<file path="src/rtl/core/rfd_pkg.sv">
// ----------------------------------------------------------------------------
// Rangefinder response deframer package
// Shared widths, response codes, result kinds and the result record.
// ----------------------------------------------------------------------------
package rfd_pkg;

	localparam int BYTE_W     = 8;
	localparam int KIND_W     = 3;
	localparam int DIST_W     = 16;
	localparam int LCOUNT_W   = 23;
	localparam int PROD_W     = 16;
	localparam int CFG_IDX_W  = 1;
	localparam int BODY_LEN   = 6;
	localparam int BODY_IDX_W = 3;

	localparam logic [CFG_IDX_W-1:0] CFG_HEADER = 1'd0;
	localparam logic [CFG_IDX_W-1:0] CFG_DEVICE = 1'd1;

	localparam logic [BYTE_W-1:0] RSP_SELF_CHECK = 8'h01;
	localparam logic [BYTE_W-1:0] RSP_RANGE_A    = 8'h0B;
	localparam logic [BYTE_W-1:0] RSP_RANGE_B    = 8'h0C;
	localparam logic [BYTE_W-1:0] RSP_RANGE_C    = 8'h02;
	localparam logic [BYTE_W-1:0] RSP_RANGE_D    = 8'h04;
	localparam logic [BYTE_W-1:0] RSP_PULSES     = 8'h0A;
	localparam logic [BYTE_W-1:0] RSP_PRODUCT    = 8'h10;
	localparam logic [BYTE_W-1:0] RSP_TEMP       = 8'h06;
	localparam logic [BYTE_W-1:0] FAULT_CODE     = 8'h01;

	localparam logic [KIND_W-1:0] KIND_SELF_CHECK = 3'd0;
	localparam logic [KIND_W-1:0] KIND_RANGING    = 3'd1;
	localparam logic [KIND_W-1:0] KIND_PULSES     = 3'd2;
	localparam logic [KIND_W-1:0] KIND_PRODUCT    = 3'd3;
	localparam logic [KIND_W-1:0] KIND_TEMP       = 3'd4;
	localparam logic [KIND_W-1:0] KIND_CSUM_ERR   = 3'd5;

	localparam logic [LCOUNT_W-1:0] LASER_SCALE = 23'd100;

	typedef struct packed {
		logic [KIND_W-1:0]   kind;
		logic [BYTE_W-1:0]   status_byte;
		logic                fault;
		logic                no_echo;
		logic                laser_not_out;
		logic                over_temperature;
		logic [DIST_W-1:0]   distance;
		logic                range_valid;
		logic [BYTE_W-1:0]   pulse_count;
		logic [LCOUNT_W-1:0] laser_count;
		logic signed [BYTE_W-1:0] temperature;
		logic [PROD_W-1:0]   product_version;
	} result_t;

endpackage

</file>
<file path="src/rtl/core/rfd_if.sv">
// ----------------------------------------------------------------------------
// Rangefinder response deframer channels
// Received byte, configuration write and decoded result channels.
// ----------------------------------------------------------------------------
interface rfd_byte_if;
	logic                          valid;
	logic                          ready;
	logic [rfd_pkg::BYTE_W-1:0]    rx_byte;

	modport source (output valid, output rx_byte, input ready);
	modport sink (input valid, input rx_byte, output ready);
endinterface

interface rfd_cfg_if;
	logic                          valid;
	logic                          ready;
	logic [rfd_pkg::CFG_IDX_W-1:0] index;
	logic [rfd_pkg::BYTE_W-1:0]    data;

	modport source (output valid, output index, output data, input ready);
	modport sink (input valid, input index, input data, output ready);
endinterface

interface rfd_result_if;
	logic                             valid;
	logic                             ready;
	logic [rfd_pkg::KIND_W-1:0]       kind;
	logic [rfd_pkg::BYTE_W-1:0]       status_byte;
	logic                             fault;
	logic                             no_echo;
	logic                             laser_not_out;
	logic                             over_temperature;
	logic [rfd_pkg::DIST_W-1:0]       distance;
	logic                             range_valid;
	logic [rfd_pkg::BYTE_W-1:0]       pulse_count;
	logic [rfd_pkg::LCOUNT_W-1:0]     laser_count;
	logic signed [rfd_pkg::BYTE_W-1:0] temperature;
	logic [rfd_pkg::PROD_W-1:0]       product_version;

	modport source (output valid, output kind, output status_byte, output fault,
		output no_echo, output laser_not_out, output over_temperature,
		output distance, output range_valid, output pulse_count,
		output laser_count, output temperature, output product_version,
		input ready);
	modport sink (input valid, input kind, input status_byte, input fault,
		input no_echo, input laser_not_out, input over_temperature,
		input distance, input range_valid, input pulse_count,
		input laser_count, input temperature, input product_version,
		output ready);
endinterface

</file>
<file path="src/rtl/core/rangefinder_response_deframer_top.sv">
// ----------------------------------------------------------------------------
// Rangefinder response deframer
// Finds nine-byte response frames in a byte stream and decodes them.
// ----------------------------------------------------------------------------
// The block takes one received word per clock cycle unless a result is due
// while the output register is full, and emits at most one result word per
// frame: the checksum word passes the input register, then the result is
// registered in the output register. Throughput is one word per cycle, set by
// the frame state registers that each word updates, under the same condition.
// A result waiting in the output register does not stop intake until the next
// result is due. The user must write the header and device codes through the
// configuration channel while the block is idle; the block does not check it.
module rangefinder_response_deframer_top (
	input  logic              clk,
	input  logic              arst_n,
	rfd_cfg_if.sink           cfg,
	rfd_byte_if.sink          rx,
	rfd_result_if.source      res
);

	localparam logic [1:0] PH_HUNT    = 2'd0;
	localparam logic [1:0] PH_DEVICE  = 2'd1;
	localparam logic [1:0] PH_COLLECT = 2'd2;
	localparam logic [rfd_pkg::BODY_IDX_W-1:0] CSUM_IDX =
		rfd_pkg::BODY_IDX_W'(rfd_pkg::BODY_LEN);

	logic [rfd_pkg::BYTE_W-1:0]     header_q;
	logic [rfd_pkg::BYTE_W-1:0]     device_q;
	logic                           valid_s1;
	logic [rfd_pkg::BYTE_W-1:0]     byte_s1;
	logic [1:0]                     phase_q;
	logic [rfd_pkg::BODY_IDX_W-1:0] idx_q;
	logic [rfd_pkg::BYTE_W-1:0]     sum_q;
	logic [rfd_pkg::BYTE_W-1:0]     body_q [rfd_pkg::BODY_LEN];
	logic                           out_valid_q;
	rfd_pkg::result_t               res_q;

	logic                           out_free;
	logic                           at_csum;
	logic                           emit;
	logic                           adv_s1;
	logic                           known;
	rfd_pkg::result_t               dec;
	logic [rfd_pkg::BYTE_W-1:0]     code;
	logic [rfd_pkg::BYTE_W-1:0]     st;
	logic [rfd_pkg::BYTE_W-2:0]     mag;
	logic [rfd_pkg::DIST_W-1:0]     range_dist;

	assign cfg.ready = 1'b1;

	always_ff @(posedge clk or negedge arst_n) begin
		if (!arst_n) begin
			header_q <= '0;
			device_q <= '0;
		end else if (cfg.valid && cfg.ready) begin
			case (cfg.index)
				rfd_pkg::CFG_HEADER: header_q <= cfg.data;
				rfd_pkg::CFG_DEVICE: device_q <= cfg.data;
				default: ;
			endcase
		end
	end

	assign out_free = !out_valid_q || res.ready;
	assign at_csum  = (phase_q == PH_COLLECT) && (idx_q == CSUM_IDX);
	assign emit     = at_csum && ((byte_s1 != sum_q) || known);
	assign adv_s1   = valid_s1 && (!emit || out_free);
	assign rx.ready = !valid_s1 || adv_s1;

	always_comb begin
		code = body_q[0];
		mag  = body_q[2][rfd_pkg::BYTE_W-2:0];
		range_dist = {body_q[3], body_q[4]};
		st   = '0;
		dec  = '0;
		known = 1'b1;
		case (code) inside
			rfd_pkg::RSP_SELF_CHECK: begin
				dec.kind = rfd_pkg::KIND_SELF_CHECK;
				st = body_q[2];
				dec.fault = (body_q[1] == rfd_pkg::FAULT_CODE);
			end
			rfd_pkg::RSP_RANGE_A, rfd_pkg::RSP_RANGE_B,
			rfd_pkg::RSP_RANGE_C, rfd_pkg::RSP_RANGE_D: begin
				dec.kind = rfd_pkg::KIND_RANGING;
				st = body_q[1];
				dec.fault = (body_q[1] == rfd_pkg::FAULT_CODE);
				dec.distance = range_dist;
				dec.range_valid = (range_dist != '0) && !st[3] &&
					(body_q[1] != rfd_pkg::FAULT_CODE);
				dec.pulse_count = body_q[5];
			end
			rfd_pkg::RSP_PULSES: begin
				dec.kind = rfd_pkg::KIND_PULSES;
				dec.laser_count = rfd_pkg::LCOUNT_W'({body_q[4], body_q[3]}) *
					rfd_pkg::LASER_SCALE;
			end
			rfd_pkg::RSP_PRODUCT: begin
				dec.kind = rfd_pkg::KIND_PRODUCT;
				dec.product_version = {body_q[1], body_q[2]};
			end
			rfd_pkg::RSP_TEMP: begin
				dec.kind = rfd_pkg::KIND_TEMP;
				dec.temperature = body_q[2][rfd_pkg::BYTE_W-1] ?
					-$signed({1'b0, mag}) : $signed({1'b0, mag});
			end
			default: known = 1'b0;
		endcase
		dec.status_byte      = st;
		dec.no_echo          = st[3];
		dec.laser_not_out    = st[4];
		dec.over_temperature = st[5];
		if (byte_s1 != sum_q) begin
			dec = '0;
			dec.kind = rfd_pkg::KIND_CSUM_ERR;
		end
	end

	always_ff @(posedge clk or negedge arst_n) begin
		if (!arst_n) begin
			valid_s1 <= 1'b0;
		end else if (rx.ready) begin
			valid_s1 <= rx.valid;
		end
	end

	always_ff @(posedge clk) begin
		if (rx.valid && rx.ready) begin
			byte_s1 <= rx.rx_byte;
		end
	end

	always_ff @(posedge clk or negedge arst_n) begin
		if (!arst_n) begin
			phase_q <= PH_HUNT;
			idx_q   <= '0;
			sum_q   <= '0;
		end else if (adv_s1) begin
			if (phase_q == PH_COLLECT) begin
				if (at_csum) begin
					phase_q <= PH_HUNT;
					idx_q   <= '0;
					sum_q   <= '0;
				end else begin
					idx_q <= idx_q + 1'b1;
					sum_q <= sum_q + byte_s1;
				end
			end else if (phase_q == PH_DEVICE && byte_s1 == device_q) begin
				phase_q <= PH_COLLECT;
				idx_q   <= '0;
				sum_q   <= '0;
			end else begin
				phase_q <= (byte_s1 == header_q) ? PH_DEVICE : PH_HUNT;
			end
		end
	end

	always_ff @(posedge clk) begin
		for (int i = 0; i < rfd_pkg::BODY_LEN; i++) begin
			if (adv_s1 && phase_q == PH_COLLECT &&
				idx_q == rfd_pkg::BODY_IDX_W'(i)) begin
				body_q[i] <= byte_s1;
			end
		end
	end

	always_ff @(posedge clk or negedge arst_n) begin
		if (!arst_n) begin
			out_valid_q <= 1'b0;
		end else if (adv_s1 && emit) begin
			out_valid_q <= 1'b1;
		end else if (res.ready) begin
			out_valid_q <= 1'b0;
		end
	end

	always_ff @(posedge clk) begin
		if (adv_s1 && emit) begin
			res_q <= dec;
		end
	end

	assign res.valid            = out_valid_q;
	assign res.kind             = res_q.kind;
	assign res.status_byte      = res_q.status_byte;
	assign res.fault            = res_q.fault;
	assign res.no_echo          = res_q.no_echo;
	assign res.laser_not_out    = res_q.laser_not_out;
	assign res.over_temperature = res_q.over_temperature;
	assign res.distance         = res_q.distance;
	assign res.range_valid      = res_q.range_valid;
	assign res.pulse_count      = res_q.pulse_count;
	assign res.laser_count      = res_q.laser_count;
	assign res.temperature      = res_q.temperature;
	assign res.product_version  = res_q.product_version;

endmodule

</file>
<file path="src/flat_wrapper.sv">
// flat-port wrapper written by rule: the top's interface ports become plain ports
module rangefinder_response_deframer_top_flat 
  (clk, arst_n, cfg_valid, cfg_index, cfg_data, cfg_ready, rx_valid, rx_rx_byte, rx_ready, res_valid, res_kind, res_status_byte, res_fault, res_no_echo, res_laser_not_out, res_over_temperature, res_distance, res_range_valid, res_pulse_count, res_laser_count, res_temperature, res_product_version, res_ready);
  rfd_cfg_if cfg_i ();
  rfd_byte_if rx_i ();
  rfd_result_if res_i ();
  input  logic clk;
  input  logic arst_n;
  input wire logic [$bits(cfg_i.valid)-1:0] cfg_valid;
  input wire logic [$bits(cfg_i.index)-1:0] cfg_index;
  input wire logic [$bits(cfg_i.data)-1:0] cfg_data;
  output wire logic [$bits(cfg_i.ready)-1:0] cfg_ready;
  input wire logic [$bits(rx_i.valid)-1:0] rx_valid;
  input wire logic [$bits(rx_i.rx_byte)-1:0] rx_rx_byte;
  output wire logic [$bits(rx_i.ready)-1:0] rx_ready;
  output wire logic [$bits(res_i.valid)-1:0] res_valid;
  output wire logic [$bits(res_i.kind)-1:0] res_kind;
  output wire logic [$bits(res_i.status_byte)-1:0] res_status_byte;
  output wire logic [$bits(res_i.fault)-1:0] res_fault;
  output wire logic [$bits(res_i.no_echo)-1:0] res_no_echo;
  output wire logic [$bits(res_i.laser_not_out)-1:0] res_laser_not_out;
  output wire logic [$bits(res_i.over_temperature)-1:0] res_over_temperature;
  output wire logic [$bits(res_i.distance)-1:0] res_distance;
  output wire logic [$bits(res_i.range_valid)-1:0] res_range_valid;
  output wire logic [$bits(res_i.pulse_count)-1:0] res_pulse_count;
  output wire logic [$bits(res_i.laser_count)-1:0] res_laser_count;
  output wire logic [$bits(res_i.temperature)-1:0] res_temperature;
  output wire logic [$bits(res_i.product_version)-1:0] res_product_version;
  input wire logic [$bits(res_i.ready)-1:0] res_ready;
  assign cfg_i.valid = cfg_valid;
  assign cfg_i.index = cfg_index;
  assign cfg_i.data = cfg_data;
  assign cfg_ready = cfg_i.ready;
  assign rx_i.valid = rx_valid;
  assign rx_i.rx_byte = rx_rx_byte;
  assign rx_ready = rx_i.ready;
  assign res_valid = res_i.valid;
  assign res_kind = res_i.kind;
  assign res_status_byte = res_i.status_byte;
  assign res_fault = res_i.fault;
  assign res_no_echo = res_i.no_echo;
  assign res_laser_not_out = res_i.laser_not_out;
  assign res_over_temperature = res_i.over_temperature;
  assign res_distance = res_i.distance;
  assign res_range_valid = res_i.range_valid;
  assign res_pulse_count = res_i.pulse_count;
  assign res_laser_count = res_i.laser_count;
  assign res_temperature = res_i.temperature;
  assign res_product_version = res_i.product_version;
  assign res_i.ready = res_ready;
  rangefinder_response_deframer_top u_core (.clk(clk), .arst_n(arst_n), .cfg(cfg_i), .rx(rx_i), .res(res_i));
endmodule
</file>
<file path="config.mk">
export PLATFORM = sky130hd
export DESIGN_NAME = rangefinder_response_deframer_top_flat
export DESIGN_NICKNAME = d
export VERILOG_FILES = /design/src/rtl/core/rfd_pkg.sv /design/src/rtl/core/rfd_if.sv /design/src/rtl/core/rangefinder_response_deframer_top.sv /design/src/flat_wrapper.sv
export SDC_FILE = /design/constraint.sdc
export NUM_CORES = 1
export LEC_CHECK = 0
export BUFFER_PORTS_ARGS = -buffer_cell sky130_fd_sc_hd__buf_2
export CAP_MARGIN = 20
export CORE_MARGIN = 1
export CORE_UTILIZATION = 50
export CTS_CLUSTER_DIAMETER = 200
export DETAILED_ROUTE_END_ITERATION = 12
export GPL_TIMING_DRIVEN = 1
export PLACE_DENSITY_LB_ADDON = 0.08
export SYNTH_ARGS = -nofsm -noshare
export SYNTH_HDL_FRONTEND = slang
export SYNTH_SLANG_ARGS = --single-unit
</file>
<file path="constraint.sdc">
create_clock -name clk -period 5.4 [get_ports clk]
set_input_delay 0.27 -clock clk [delete_from_list [all_inputs] [get_ports clk]]
set_output_delay 0.27 -clock clk [all_outputs]
set_load 0.005 [all_outputs]
</file>
==> results of run 1 <==
## cells in the final DEF (no fill, tap or decap), types with 6 or more instances in the layout
cell type,n
a22oi_1,9
inv_1,54
o21ai_0,12
xor2_1,21
dfrtp_1,31
mux2_2,17
a21o_1,13
nand2_1,18
nor3_1,9
xnor2_1,22
a21oi_1,17
nor2_1,56
nand3_1,8
nor4_1,6
ha_1,74
buf_2,108
and2_1,44
nand4_1,6
a211oi_1,6
fa_1,12
edfxtp_1,138
clkbuf_16,17
## cell families after synthesis
group,count (synthesis),synth area share
buf+inv,71,0.0366
flops,169,0.574
other cells,2,0.000876
compound gates,80,0.0649
mux,25,0.0346
xor+xnor,43,0.0439
simple gates,178,0.109
fa+ha+maj,86,0.136
## worst max-delay path by stage
stage	end	cells after the start	slack (ps)	from
floorplan	u_core.res.distance[0]$_SDFFCE_PP0P_	7	1200	u_core.byte_s1[4]$_DFFE_PP_
global placement	u_core.res.laser_count[21]$_SDFFCE_PP0P_	14	1860	u_core.body_q[4][3]$_DFFE_PP_
detailed placement	u_core.res.laser_count[22]$_SDFFCE_PP0P_	13	1750	u_core.body_q[4][0]$_DFFE_PP_
CTS	u_core.res.laser_count[22]$_SDFFCE_PP0P_	13	1750	u_core.body_q[4][0]$_DFFE_PP_
global route	u_core.res.laser_count[22]$_SDFFCE_PP0P_	12	1500	u_core.body_q[3][2]$_DFFE_PP_
finish	u_core.res.laser_count[22]$_SDFFCE_PP0P_	12	1750	u_core.body_q[3][2]$_DFFE_PP_
## per-stage QoR
step	total power, W	util
detailed placement	0.00228	0.560
finish	0.00342	0.594
global placement	0.00226	0.560
floorplan	0.00213	-
CTS	0.00344	0.594
global route	0.00358	0.594
## routing by layer
| layer | track usage | share of wire |
|---|---|---|
| met2 | 0.306 | 0.46 |
| met5 | 0 | 0 |
| met1 | 0.270 | 0.48 |
| met4 | 0.0766 | 0.022 |
| met3 | 0.0326 | 0.037 |
## critical path, stage by stage (launching register included)
cell and delay [ps]:
edfxtp_1 440, inv_1 120, ha_1 240, ha_1 310, fa_1 460, ha_1 370
a211oi_1 340, o21bai_1 180, a211oi_1 340, o21a_1 250, o31ai_1 110, xnor2_1 180
nor2_1 50
## power by group through the flow
| stage | sequential, W | clock [W] | combinational [W] |
|---|---|---|---|
| final | 0.00162 | 0.00116 | 0.000634 |
| after detailed placement | 0.00165 | 0 | 0.000629 |
| after floorplan | 0.00161 | 0 | 0.000516 |
| after global placement | 0.00165 | 0 | 0.000610 |
| after global routing | 0.00164 | 0.00122 | 0.000720 |
| after CTS | 0.00162 | 0.00118 | 0.000636 |
## flip-flops by register name, summed over array words and instances, names as in the netlist
name and count:
u_core.body_q 48, u_core.res.temperature 8, u_core.res.status_byte 8, u_core.phase_q 2, u_core.res.range_valid 1, u_core.res.product_version 16
u_core.res.fault 1, u_core.res.distance 16, u_core.device_q 8, u_core.res.laser_count 21, u_core.valid_s1 1, u_core.sum_q 8
u_core.res.kind 3, u_core.res.pulse_count 8, u_core.res.valid 1, u_core.header_q 8, u_core.idx_q 3, u_core.byte_s1 8
## cell type report
type	count	area share
Tap cell	220	0.0279
Sequential cell	169	0.498
Multi-Input combinational cell	415	0.339
Timing Repair Buffer	110	0.0578
Inverter	54	0.0205
Clock inverter	12	0.0127
Clock buffer	19	0.0438
==> impl_results.md, run 1 <==
- Worst Skew: 8.25 ps
- Register Area: 4920 um2
- CTS tree: done
- Drt pass-1 iters: 4
- Crit. End Element: flop
- Chip Width: 133 um
- Initial antenna violation count: 0
- Vias: 5,288
- Async SR Flop Fraction: 0.183
- Cts hold-fix bufs: 1
- CP Launch Type: flop
- Reg power frac: 0.475
- WL per Instance: 16.4 um
- Wirelength, routed: 16.4 mm
- Synth Cell Area: 8580 um2
- Synth Flop Type: edfxtp_1
- # H-tree levels: 4
- Setup slack, reg-to-reg: 1750 ps
- Max_slew headroom: 0.455
- Pre-CTS WS: 1750 ps
- Final Wtd Congestion: 0.853
- Row count: 47
- Final WS setup: 1750 ps
- Synth cell types: 56
- Gr ovfl total: 0
- Count leader, synth: edfxtp_1
- Number of global-route vias before repair: 5,098
- Multi-input gate area in the final layout: 3350 um2
- Placed Cells: 967
- Synth-to-Final Area Change: 15.2%
- Total global-route track usage: 0.194
- Post-synthesis sequential area ratio: 0.574
- Post-synth top cells: edfxtp_1 (138), ha_1 (74), nor2_1 (56)
- Nets: 875
- Min-delay src: rx_rx_byte[6]
- Mapped Cells: 654
- Synthesized flop and latch total: 169
- Worst slew pin tran: 811 ps
- Largest net degree at the start of global routing: 63
- Count of input and output buffers: 108
- Fill count: 1,373
- Post-synth top area cell: edfxtp_1
- Setup Buffers After CTS: 0
- Post-detail-place hpwl: 11.9 mm
- Kind of critical path: flop to flop
- Cts repair resizes: 0
- Worst reg2reg endpoint: u_core.res.laser_count[22]$_SDFFCE_PP0P_
- Final Instance Area: 9880 um2
- # diodes: 0
- Skew-Pair Late Insertion Delay: 420 ps
- Worst hold stages: 1
- Die Y: 133 um
- PD cells: 346 nW/um2
- Worst vdd ir: 0.261 mV
- Average size of a mapped cell: 13.1 um2
- Final Hold Viols: 0
- Crit path required time: 5550 ps
- Switching Power: 0.000927 W
- Core area: 16,600 um2
- R2r worst-path depth: 12
- Synth top area share: 0.483
- CP max FO: 5
- WHS Endpoint: u_core.byte_s1[6]$_DFFE_PP_
- Initial Util: 0.515
- Internal: 0.00249 W
- RSZ-0062 raised after global routing: no
- Worst EP arrival: 3800 ps
- Post-route ant nets: 0
- Setup Viol. Count Final: 0
- Fin Hold WS: 29.8 ps
- CTS buffer count: 17
- Fin crit period: 3650 ps
- Synth warn: 0
- Clock power frac: 0.339
- Leak: 3.89 nW
- Combinational group share of total power: 0.185
- Final TNS setup: 0 ps
- Share of layout cells above drive strength 1: 0.212
- First-pass GRT wire length: 26.4 mm
- CTS Sinks: 169
- Final Slew Violations: 0
- DR vias/cell: 5.29
- Worst Hold Class: primary input to flop
- Switching Fraction: 0.271
- Clk buf depth: 2
- Clock transition at path regs: 70 ps
- Die area: 17,700 um2
- Achievable clock frequency: 0.274 GHz
- Post-synth EDFFs: 138
- Max Cap Violations: 0
- Io pins: 112
- Area after DPL: 9310 um2
- Initial DRC Count: 237
- Final period util: 0.676
- Ranking of synthesized cells by area: edfxtp_1 (48%), ha_1 (11%), dfrtp_1 (9.0%)
- CTS root buffer: clkbuf_16
- Status: completed
- DR DRC count: 0
- Worst r2r src: u_core.body_q[3][2]$_DFFE_PP_
- Non-filler cells, final: 999
Power figures use the tool's default switching activity.
==> inputs of run 2 (changes only) <==
==> constraint.sdc (replaced) <==
create_clock -name clk -period 3.3 [get_ports clk]
set_input_delay 0.165 -clock clk [delete_from_list [all_inputs] [get_ports clk]]
set_output_delay 0.165 -clock clk [all_outputs]
set_load 0.005 [all_outputs]
==> run 2 against run 1 <==
Compared with the run above:
- final cell count up 8.2%
- register-to-register slack got worse by 1700 ps
- global-route usage is 1.4 points higher
- flip-flop and latch count unchanged
==> impl_results.md, run 2 (same netlist as run 1, synthesis figures left out) <==
- Final Util: 0.651 (was 0.594)
- CP Launch Type: flop (unchanged)
- Worst hold stages: 3 (was 1)
- Multi-input gate area in the final layout: 3610 um2 (was 3350 um2)
- Clk buf depth: 2 (unchanged)
- Nets: 956 (was 875)
- Clock transition at path regs: 70 ps (about the same)
- Most frequent cells in the layout: edfxtp_1 (138), buf_2 (108), ha_1 (61), buf_4 (61), nor2_1 (56) (was edfxtp_1 (138), buf_2 (108), ha_1 (74), nor2_1 (56), inv_1 (54))
- Initial DRC Count: 340 (was 237)
- Wirelength, routed: 18.1 mm (was 16.4 mm)
- Placed Cells: 1,021 (was 967)
- Chip Width: 133 um (unchanged)
- DR DRC count: 0 (unchanged)
- Kind of critical path: flop to flop (unchanged)
- Largest net degree at the start of global routing: 38 (was 63)
- Worst EP arrival: 3420 ps (was 3800 ps)
- Initial antenna violation count: 0 (unchanged)
- Count of input and output buffers: 108 (unchanged)
- Slowest CP cell: fa_1 (unchanged)
- Share of layout cells above drive strength 1: 0.314 (was 0.212)
- Fin crit period: 3230 ps (was 3650 ps)
- Die area: 17,700 um2 (unchanged)
- Commonest non-fill, non-tap cell in the layout: edfxtp_1 (unchanged)
- PD cells: 547 nW/um2 (was 346 nW/um2)
- Fill count: 1,260 (was 1,373)
- Status: completed (unchanged)
- # H-tree levels: 4 (unchanged)
- CTS buffer count: 17 (unchanged)
- Max Cap Violations: 0 (unchanged)
- CP dominant cell by count: ha_1 (unchanged)
- Number of global-route vias before repair: 5,590 (was 5,098)
- Crit. End Element: flop (unchanged)
- Worst slew pin tran: 761 ps (was 811 ps)
- First-pass GRT wire length: 28.4 mm (was 26.4 mm)
- Most flop-heavy register: u_core.body_q (unchanged)
- CTS root buffer: clkbuf_16 (unchanged)
- Row count: 47 (unchanged)
- Setup Viol. Count Final: 0 (unchanged)
- Worst Hold Class: primary input to flop (unchanged)
- Worst vdd ir: 0.413 mV (was 0.261 mV)
- Drt pass-1 iters: 7 (was 4)
- Final period util: 0.980 (was 0.676)
- Crit path required time: 3490 ps (was 5550 ps)
- Total global-route track usage: 0.208 (was 0.194)
- CTS tree: done (unchanged)
- Non-filler cells, final: 1,081 (was 999)
- Area after DPL: 9720 um2 (was 9310 um2)
- Post-route ant nets: 0 (unchanged)
- Final Wtd Congestion: 0.861 (was 0.853)
- Synth-to-Final Area Change: 26.3% (was 15.2%)
- Largest register FFs: 48 (unchanged)
- Final Slew Violations: 0 (unchanged)
- Max_slew headroom: 0.492 (was 0.455)
- CP Cell Sequence: ha_1 > ha_1 > fa_1 > ha_4 > o21ai_2 > o21bai_2 > a211oi_2 > o21a_2 > o31ai_2 > xnor2_1 > nor2_1 (was inv_1 > ha_1 > ha_1 > fa_1 > ha_1 > a211oi_1 > o21bai_1 > a211oi_1 > o21a_1 > o31ai_1 > xnor2_1 > nor2_1)
- Register Area: 4920 um2 (unchanged)
- Die Y: 133 um (unchanged)
- WL per Instance: 16.7 um (was 16.4 um)
- Final Hold Viols: 0 (unchanged)
- Vias: 5,637 (was 5,288)
- Leak: 4.30 nW (was 3.89 nW)
- Core area: 16,600 um2 (unchanged)
- Final Instance Area: 10,800 um2 (was 9880 um2)
- Post-detail-place hpwl: 12.7 mm (was 11.9 mm)
- Skew-Pair Late Insertion Delay: 430 ps (was 420 ps)
- DR vias/cell: 5.21 (was 5.29)
- # diodes: 0 (unchanged)
- Io pins: 112 (unchanged)
- Crit-path max cell delay: 520 ps (was 460 ps)
- Achievable clock frequency: 0.309 GHz (was 0.274 GHz)
- CP max FO: 4 (was 5)
- Gr ovfl total: 0 (unchanged)
- Worst Skew: 10.1 ps (was 8.25 ps)
- CTS Sinks: 169 (unchanged)
- Initial Util: 0.515 (unchanged)
- R2r worst-path depth: 11 (was 12)
-- run 2: final timing paths --
path,start,to,slack (ps)
worst max-delay path,u_core.body_q[3][3]$_DFFE_PP_,u_core.res.laser_count[22]$_SDFFCE_PP0P_,70
worst min register to register,u_core.sum_q[0]$_DFFE_PN0P_,u_core.sum_q[0]$_DFFE_PN0P_,510
max in group asynchronous,arst_n,u_core.sum_q[3]$_DFFE_PN0P_,2540
worst max register to register,u_core.body_q[3][3]$_DFFE_PP_,u_core.res.laser_count[22]$_SDFFCE_PP0P_,70
min in group asynchronous,arst_n,u_core.device_q[3]$_DFFE_PN0P_,300
worst min-delay path,res_ready,u_core.res.valid$_DFFE_PN0P_,120
-- run 2: power breakdown --
part,switching (W),total [W],internal [W]
clock network,0.000860,0.00199,0.00113
logic,0.000665,0.00131,0.000645
registers,0.000144,0.00263,0.00248
total,0.00167,0.00593,0.00426
-- run 2: repair_timing --
item	CTS	global route
setup endpoints to repair	7	10
endpoints found under the hold margin	56	0
hold buffers	18	0
setup buffers	5	6
gates cloned	0	0
pin swaps	10	26
gates resized for setup	8	39
-- run 2: per-layer routing --
metal | global-route usage | part of all wire | vias up
met5 | 0 | 0 | -
met4 | 0.0741 | 0.019 | 0
met3 | 0.0444 | 0.044 | 34
met2 | 0.331 | 0.48 | 153
met1 | 0.282 | 0.45 | 2735
li1 | - | - | 2715
-- run 2: cell type report --
type | count | area share
well taps | 220 | 0.0254
inverters | 54 | 0.0187
flip-flops and latches | 169 | 0.454
clock buffers | 17 | 0.0393
repair buffers | 191 | 0.114
multi-input cells | 415 | 0.333
clock inverters | 15 | 0.0151
-- run 2: worst max-delay path, delay by kind of cell (launching register included) --
family / cells / cell delay (ps)
XOR/XNOR: 1 / 150
AO/OA/AOI/OAI: 5 / 880
adder cells (fa/ha/maj): 4 / 1470
flip-flops: 1 / 440
AND/OR/NAND/NOR: 1 / 50
-- run 2: stage by stage --
stage | TNS [ps] | total power [W] | setup WS, ps | hold slack [ps]
CTS | -0.0355 | 0.00585 | -0.0355 | 99.6
global route | -151 | 0.00621 | -48.0 | 156
global placement | -56.9 | 0.00379 | -37.1 | 258
floorplan | 0 | 0.00348 | 14.7 | -131
detailed placement | -554 | 0.00382 | -194 | 254
finish | 0 | 0.00593 | 66.9 | 122
